<file path="config.mk">
export PLATFORM = sky130hd
export DESIGN_NAME = signed_varint_codec_unit
export DESIGN_NICKNAME = d
export VERILOG_FILES = /design/src/rtl/svc_pkg.sv /design/src/rtl/svc_ctrl.sv /design/src/rtl/svc_datapath.sv /design/src/rtl/signed_varint_codec_unit.sv
export SDC_FILE = /design/constraint.sdc
export NUM_CORES = 1
export LEC_CHECK = 0
export BUFFER_PORTS_ARGS = -buffer_cell sky130_fd_sc_hd__buf_4
export CORE_ASPECT_RATIO = 0.8
export CORE_MARGIN = 4
export CORE_UTILIZATION = 60
export CTS_CLUSTER_DIAMETER = 40
export DETAILED_ROUTE_END_ITERATION = 10
export PLACE_DENSITY = 0.85
export SYNTH_ARGS = -nofsm -noshare
export SYNTH_HDL_FRONTEND = slang
export SYNTH_SLANG_ARGS = --single-unit
</file>
<file path="constraint.sdc">
create_clock -name clock -period 7.2 [get_ports clock]
set_clock_uncertainty 0.2 [all_clocks]
set_input_delay 0.72 -clock clock [delete_from_list [all_inputs] [get_ports clock]]
set_output_delay 0.72 -clock clock [all_outputs]
set_load 0.005 [all_outputs]
</file>
<file path="src/rtl/svc_pkg.sv">
// ----------------------------------------------------------------------------
// Signed varint codec package
// Shared types, codes and field positions for the signed LEB128 codec.
// ----------------------------------------------------------------------------
package svc_pkg;

   // Operation codes carried in the request tuser.
   localparam logic OP_ENCODE = 1'b0;
   localparam logic OP_DECODE = 1'b1;

   // Stream widths: tdata is padded to whole bytes.
   localparam int REQ_DATA_W = 40;
   localparam int REQ_USER_W = 2;
   localparam int RSP_DATA_W = 40;
   localparam int RSP_USER_W = 3;

   // Request tuser bit positions.
   localparam int REQ_USER_OP  = 0;
   localparam int REQ_USER_EOD = 1;

   // Response tuser bit positions.
   localparam int RSP_USER_BV  = 0;
   localparam int RSP_USER_VV  = 1;
   localparam int RSP_USER_ERR = 2;

   // Coding constants.
   localparam int GROUP_BITS = 7;
   localparam logic [5:0] SHIFT_MAX = 6'd63;

   // Commands from the controller to the datapath.
   typedef struct packed {
      logic enc_load;   // capture the value to encode
      logic enc_emit;   // emit one encoded byte into the output register
      logic dec_step;   // process one decode transaction
   } cmd_type;

   // Status from the datapath to the controller.
   typedef struct packed {
      logic slot_free;  // output register empty or being taken this cycle
      logic enc_final;  // remaining value fits in one final byte
   } stat_type;

endpackage

</file>
<file path="src/rtl/svc_ctrl.sv">
// ----------------------------------------------------------------------------
// Signed varint codec controller
// Sequences request acceptance and the byte-by-byte emission of an encode.
// ----------------------------------------------------------------------------
module svc_ctrl (
   input  logic             clock,
   input  logic             reset,
   input  logic             req_tvalid,
   output logic             req_tready,
   input  logic             req_op,
   input  svc_pkg::stat_type stat,
   output svc_pkg::cmd_type  cmd
);

   typedef enum logic [1:0] {
      ST_IDLE = 2'b01,
      ST_ENC  = 2'b10
   } state_type;

   state_type state_ff, state_in;
   logic      accept;

   assign req_tready = (state_ff == ST_IDLE) && stat.slot_free;
   assign accept     = req_tvalid && req_tready;

   always_comb begin
      cmd.enc_load = accept && (req_op == svc_pkg::OP_ENCODE);
      cmd.dec_step = accept && (req_op == svc_pkg::OP_DECODE);
      cmd.enc_emit = (state_ff == ST_ENC) && stat.slot_free;
   end

   always_comb begin
      state_in = state_ff;
      unique case (state_ff)
         ST_IDLE: begin
            if (cmd.enc_load) begin
               state_in = ST_ENC;
            end
         end
         ST_ENC: begin
            if (cmd.enc_emit && stat.enc_final) begin
               state_in = ST_IDLE;
            end
         end
         default: begin
            state_in = ST_IDLE;
         end
      endcase
   end

   always_ff @(posedge clock) begin
      if (reset) begin
         state_ff <= ST_IDLE;
      end else begin
         state_ff <= state_in;
      end
   end

endmodule

</file>
<file path="src/rtl/svc_datapath.sv">
// ----------------------------------------------------------------------------
// Signed varint codec datapath
// Encode shift register, decode accumulator and the registered result stage.
// ----------------------------------------------------------------------------
module svc_datapath #(
   parameter int VALUE_WIDTH = 32
) (
   input  logic                             clock,
   input  logic                             reset,
   input  svc_pkg::cmd_type                 cmd,
   output svc_pkg::stat_type                stat,
   input  logic [svc_pkg::REQ_DATA_W-1:0]   req_tdata,
   input  logic [svc_pkg::REQ_USER_W-1:0]   req_tuser,
   output logic                             rsp_tvalid,
   input  logic                             rsp_tready,
   output logic [svc_pkg::RSP_DATA_W-1:0]   rsp_tdata,
   output logic [svc_pkg::RSP_USER_W-1:0]   rsp_tuser,
   output logic                             rsp_tlast
);

   localparam int W = VALUE_WIDTH;

   // Request fields.
   logic signed [31:0] value;
   logic [7:0]         byte_in;
   logic               end_of_data;

   assign value       = req_tdata[31:0];
   assign byte_in     = req_tdata[39:32];
   assign end_of_data = req_tuser[svc_pkg::REQ_USER_EOD];

   // Encode value register, shifted right by one group per emitted byte.
   logic [W-1:0] x_ff, x_in;

   // Decode state.
   logic [W-1:0] psum_ff, psum_in;
   logic [5:0]   shift_ff, shift_in;

   // Output register.
   logic               ovalid_ff, ovalid_in;
   logic [7:0]         obyte_ff, obyte_in;
   logic               obv_ff, obv_in;
   logic               olast_ff, olast_in;
   logic signed [31:0] odv_ff, odv_in;
   logic               ovv_ff, ovv_in;
   logic               oerr_ff, oerr_in;

   logic         load_out;
   logic [W-1:0] group_ext;
   logic [W-1:0] addend;
   logic [W-1:0] sum;
   logic [6:0]   shift_next;
   logic         dec_cont;

   assign stat.slot_free = !ovalid_ff || rsp_tready;
   // Final byte when the upper bits are a pure sign extension of bit 6.
   assign stat.enc_final = (&x_ff[W-1:6]) || (~|x_ff[W-1:6]);

   assign dec_cont = byte_in[7];

   // Continuation groups are added unsigned, the terminating group signed.
   always_comb begin
      if (dec_cont) begin
         group_ext = W'(byte_in[6:0]);
      end else begin
         group_ext = W'($signed(byte_in[6:0]));
      end
      addend     = group_ext << shift_ff;
      sum        = psum_ff + addend;
      shift_next = {1'b0, shift_ff} + 7'(svc_pkg::GROUP_BITS);
   end

   always_comb begin
      x_in     = x_ff;
      psum_in  = psum_ff;
      shift_in = shift_ff;
      load_out = 1'b0;
      obyte_in = obyte_ff;
      obv_in   = obv_ff;
      olast_in = olast_ff;
      odv_in   = odv_ff;
      ovv_in   = ovv_ff;
      oerr_in  = oerr_ff;

      if (cmd.enc_load) begin
         x_in = W'(value);
      end

      if (cmd.enc_emit) begin
         load_out = 1'b1;
         obyte_in = {!stat.enc_final, x_ff[6:0]};
         obv_in   = 1'b1;
         olast_in = stat.enc_final;
         odv_in   = '0;
         ovv_in   = 1'b0;
         oerr_in  = 1'b0;
         x_in     = W'($signed(x_ff) >>> svc_pkg::GROUP_BITS);
      end

      if (cmd.dec_step) begin
         if (end_of_data) begin
            load_out = 1'b1;
            obyte_in = '0;
            obv_in   = 1'b0;
            olast_in = 1'b1;
            odv_in   = '0;
            ovv_in   = 1'b1;
            oerr_in  = 1'b1;
            psum_in  = '0;
            shift_in = '0;
         end else if (dec_cont) begin
            psum_in = sum;
            if (shift_next > 7'(svc_pkg::SHIFT_MAX)) begin
               shift_in = svc_pkg::SHIFT_MAX;
            end else begin
               shift_in = shift_next[5:0];
            end
         end else begin
            load_out = 1'b1;
            obyte_in = '0;
            obv_in   = 1'b0;
            olast_in = 1'b1;
            odv_in   = 32'($signed(sum));
            ovv_in   = 1'b1;
            oerr_in  = 1'b0;
            psum_in  = '0;
            shift_in = '0;
         end
      end

      if (load_out) begin
         ovalid_in = 1'b1;
      end else if (rsp_tready) begin
         ovalid_in = 1'b0;
      end else begin
         ovalid_in = ovalid_ff;
      end
   end

   always_ff @(posedge clock) begin
      if (reset) begin
         ovalid_ff <= 1'b0;
         psum_ff   <= '0;
         shift_ff  <= '0;
      end else begin
         ovalid_ff <= ovalid_in;
         psum_ff   <= psum_in;
         shift_ff  <= shift_in;
      end
   end

   always_ff @(posedge clock) begin
      x_ff     <= x_in;
      obyte_ff <= obyte_in;
      obv_ff   <= obv_in;
      olast_ff <= olast_in;
      odv_ff   <= odv_in;
      ovv_ff   <= ovv_in;
      oerr_ff  <= oerr_in;
   end

   assign rsp_tvalid = ovalid_ff;
   assign rsp_tdata  = {odv_ff, obyte_ff};
   assign rsp_tuser  = {oerr_ff, ovv_ff, obv_ff};
   assign rsp_tlast  = olast_ff;

endmodule

</file>
<file path="src/rtl/signed_varint_codec_unit.sv">
// ----------------------------------------------------------------------------
// Signed varint codec unit
// Signed LEB128 encoder and byte-wise decoder behind stream interfaces.
// ----------------------------------------------------------------------------
// Each request transaction is either an encode (a 32-bit signed value) or a
// decode step (one coded byte, or an end-of-data marker). Encode requests
// produce one response transaction per coded byte, least significant group
// first, with tlast on the final byte. A decode continuation byte produces no
// response; a terminating byte produces the decoded value, and an end-of-data
// marker produces an error response with a zero value.
// Results leave through a single output register. A decode response appears
// in the cycle after its request is accepted, and a decode request can be taken
// every cycle while no encode is under way and the output keeps draining. An
// encode holds the request side while it loads the value and then emits its
// bytes one at a time from the shift-right-by-seven register. When the
// receiver stalls, the output register holds its transaction and the request
// side waits until the register can be refilled. Reset empties the output
// register, returns the controller to idle and clears the decode accumulator
// and its group shift.
// ----------------------------------------------------------------------------
module signed_varint_codec_unit #(
   parameter int VALUE_WIDTH = 32
) (
   input  logic        clock,
   input  logic        reset,
   input  logic        req_tvalid,
   output logic        req_tready,
   input  logic [39:0] req_tdata,   // value[31:0], byte_in[39:32]
   input  logic [1:0]  req_tuser,   // operation[0], end_of_data[1]
   output logic        rsp_tvalid,
   input  logic        rsp_tready,
   output logic [39:0] rsp_tdata,   // byte_out[7:0], decoded_value[39:8]
   output logic [2:0]  rsp_tuser,   // byte_valid[0], value_valid[1], error[2]
   output logic        rsp_tlast    // last
);

   svc_pkg::cmd_type  cmd;
   svc_pkg::stat_type stat;

   // The controller decides when a transaction is taken and when the next
   // encoded byte goes out; all payload work happens in the datapath.
   svc_ctrl u_ctrl (
      .clock      (clock),
      .reset      (reset),
      .req_tvalid (req_tvalid),
      .req_tready (req_tready),
      .req_op     (req_tuser[svc_pkg::REQ_USER_OP]),
      .stat       (stat),
      .cmd        (cmd)
   );

   svc_datapath #(
      .VALUE_WIDTH (VALUE_WIDTH)
   ) u_datapath (
      .clock      (clock),
      .reset      (reset),
      .cmd        (cmd),
      .stat       (stat),
      .req_tdata  (req_tdata),
      .req_tuser  (req_tuser),
      .rsp_tvalid (rsp_tvalid),
      .rsp_tready (rsp_tready),
      .rsp_tdata  (rsp_tdata),
      .rsp_tuser  (rsp_tuser),
      .rsp_tlast  (rsp_tlast)
   );

`ifndef SYNTHESIS
   // A stalled response leaves no room for a new request transaction.
   a_no_accept_when_stalled: assert property (@(posedge clock) disable iff (reset)
      (rsp_tvalid && !rsp_tready) |-> !req_tready)
      else $error("request ready while the output register is stalled");

   // An accepted encode occupies the unit for at least the next cycle.
   a_encode_busy: assert property (@(posedge clock) disable iff (reset)
      (req_tvalid && req_tready &&
       (req_tuser[svc_pkg::REQ_USER_OP] == svc_pkg::OP_ENCODE)) |=> !req_tready)
      else $error("request ready right after an encode was accepted");

   // Every response is either an encoded byte or a decode result.
   a_kind_exclusive: assert property (@(posedge clock) disable iff (reset)
      rsp_tvalid |-> (rsp_tuser[svc_pkg::RSP_USER_BV] != rsp_tuser[svc_pkg::RSP_USER_VV]))
      else $error("response is neither or both of byte and value");

   // An error response is a final decode result with a zero value.
   a_error_shape: assert property (@(posedge clock) disable iff (reset)
      (rsp_tvalid && rsp_tuser[svc_pkg::RSP_USER_ERR]) |->
      (rsp_tlast && rsp_tuser[svc_pkg::RSP_USER_VV] && (rsp_tdata[39:8] == 32'd0)))
      else $error("malformed error response");
`endif

endmodule

</file>
==> impl_metrics.toml <==
[outcome]
status = "finished clean"

[global_routing]
grt_pass1_wl_um = 30260
overflow = 0
antenna_found_initial = 0
grt_pass1_vias = 5920
grt_max_degree = 36
grt_usage = 0.2948

[pwr]
power.total_mw = 1.852
powerDensity_nw_per_um2 = 231.4
irDropWorstVdd_mv = 0.1951
leakage_nw = 3.605

[floorplanning]
rows = 34
start_util = 0.6141
core-area_um2 = 10850
die-area_um2 = 12860
die_h_um = 102.2
io_pins = 92
die_w_um = 125.8

[clocking]
ctsResizeCount = 0
ctsHoldBuffers = 0
cts_tree = "built"
cts_buffers = 17
clk_latency_ns = 0.42
cts.sinks = 117
clockBufferDepth = 2
clkTransAtPathRegs_ns = 0.06
cts-root-buf = "clkbuf_16"
cts.htree.levels = 4
postCtsSetupRepairBufs = 0

[placement]
gp_congestion = 1.006
dp_slack_ns = 2.604
hpwlAfterDp_um = 13490
numPortBuffers = 91
dpl-instance-area_um2 = 7397

[routing]
first_pass_iters = 5
num_vias = 6401
drc = 0
viasPerCell = 6.269
routedWlPerCell_um = 18.83
postRouteAntennaNets = 0
wirelength_um = 19220
drt_iter0_drc = 699

[layout]
final_cell_mix = "138 x nand2_1, 99 x buf_4, 85 x dfxtp_1"
drive_above_1_share = 0.1699
syn2layout_area_growth_pct = 20.14
stdcell_area_um2 = 8003
fin_nets = 944
insertedDiodeCount = 0
layout.cells.most_common = "nand2_1"

[worst_setup_path]
cp.arrival_ns = 4.83
startpoint_type = "flip-flop"
cp_max_fo = 19
required_ns = 7.30
cp-endpoint = "u_datapath.odv_ff[31]"
crit_type = "flip-flop to flip-flop"
crit_path_end_kind = "flip-flop"
r2r_setup_slack_ns = 2.47
r2r_end = "u_datapath.odv_ff[31]"
worstReg2RegStart = "u_datapath.shift_ff[0]"
crit_start = "u_datapath.shift_ff[0]"
worstRegToRegCells = 14

[logic_synthesis]
synth_cell_types = 65
ys.warnings.count = 0
ys_async_sr_fraction = 0
synth.avg_cell_area_um2 = 8.400
ys.flop_type = "dfxtp_1"
syn_nets = 873
ys_seq_area_frac = 0.3997
netlist_area_um2 = 6661
synthCells = 793
ys_seq_elements = 117
synth_enable_flop_cells = 32

[timing]
postLayoutSetupSlackWorst_ns = 2.469
rsz0062_at_grt = "false"
tightest_slew_ns = 1.348
finalSetupViolations = 0
hold_violations = 0
finalSetupTns_ns = 0
fin_crit_sh = 0.6571
drv_slew = 0
min_period_ns = 4.731
clock.fmax_mhz = 211.4
max_slew_margin = 0.09782

[flow_run]
drv_cap = 0

[hold_path]
hold_path.class = "flip-flop to flip-flop"
critical path, cell delays in order, from the launching register on:
cell and delay [ns]:
dfxtp_1 0.71, inv_1 0.28, o21ai_0 0.43, mux2i_1 0.16, o21ai_0 0.34, nor2_1 0.10, ha_1 0.41, a21oi_1 0.16
o21ai_0 0.09, a31oi_1 0.26, a21oi_1 0.14, o31ai_2 0.49, o41ai_1 0.17, or3b_1 0.39, a32o_1 0.27
cells in the mapped netlist, types with 10 or more instances:
cell type / count / area (µm²)
a21oi_1: 63 / 315.3
clkbuf_1: 39 / 146.4
xnor2_1: 16 / 140.1
dfxtp_1: 85 / 1702
inv_1: 14 / 52.55
nand3_1: 10 / 50.05
a22oi_1: 16 / 120.1
a21o_1: 26 / 195.2
o21ai_0: 37 / 185.2
nor2_1: 79 / 296.5
nand4_1: 13 / 81.33
ha_1: 33 / 412.9
a22o_1: 34 / 297.8
a31oi_1: 13 / 81.33
xor2_1: 10 / 87.58
nand2_1: 138 / 518.0
edfxtp_1: 32 / 960.9
registers in the layout, indices dropped and copies added, names as in the netlist:
signal and count:
u_datapath.oerr_ff 1, u_datapath.rsp_tvalid 1, u_ctrl.state_ff 2, u_datapath.x_ff 32, u_datapath.odv_ff 32, u_datapath.obyte_ff 8
u_datapath.ovv_ff 1, u_datapath.obv_ff 1, u_datapath.shift_ff 6, u_datapath.rsp_tlast 1, u_datapath.psum_ff 32
per-stage QoR:
step / hold slack, ns / util / std cells
6_report: 0.2630 / 0.7377 / 1021
5_1_grt: 0.2780 / 0.7377 / 1021
4_1_cts: 0.2614 / 0.7377 / 1021
3_5_place_dp: 0.2479 / 0.6819 / 989
3_3_place_gp: 0.2336 / 0.6819 / 989
2_1_floorplan: 0.2228 / - / 793
cells by family (layout without fill, tap and decap cells):
logic type | Yosys count | in the layout | synth area share
xor+xnor | 26 | 26 | 0.03418
fa+ha+maj | 34 | 34 | 0.06499
simple gates | 294 | 294 | 0.1937
flops | 117 | 117 | 0.3997
mux | 9 | 9 | 0.01409
compound gates | 249 | 249 | 0.2541
buf+inv | 64 | 148 | 0.03926
worst min-delay path by stage:
stage	slack (ns)	start	cells after the start	to
2_1_floorplan	0.22	u_datapath.ovv_ff	2	u_datapath.ovv_ff
3_3_place_gp	0.23	u_datapath.rsp_tlast	1	u_datapath.rsp_tlast
3_5_place_dp	0.25	u_datapath.rsp_tlast	1	u_datapath.rsp_tlast
4_1_cts	0.26	u_datapath.rsp_tlast	1	u_datapath.rsp_tlast
5_1_grt	0.28	req_tdata[31]	1	u_datapath.x_ff[31]
6_report	0.26	u_datapath.rsp_tlast	1	u_datapath.rsp_tlast
final cells by class:
cell class | count | area (µm²)
clock buffers | 18 | 429.2
clock inverters | 14 | 176.4
fillers | 804 | 2845
inverters | 17 | 63.81
multi-input cells | 612 | 3747
flip-flops and latches | 117 | 2663
well taps | 144 | 180.2
repair buffers | 99 | 743.2
routing by layer:
layer | routed length [µm] | track usage
met1 | 8602 | 0.4190
met2 | 8290 | 0.4355
met3 | 1848 | 0.08098
met4 | 480 | 0.1031
met5 | 0 | 0
where the power goes:
group | internal, mW | total (mW) | switching (mW)
clock network | 0.548 | 0.871 | 0.322
logic | 0.109 | 0.240 | 0.131
registers | 0.716 | 0.741 | 0.0247
(Power assumes the default switching activity.)
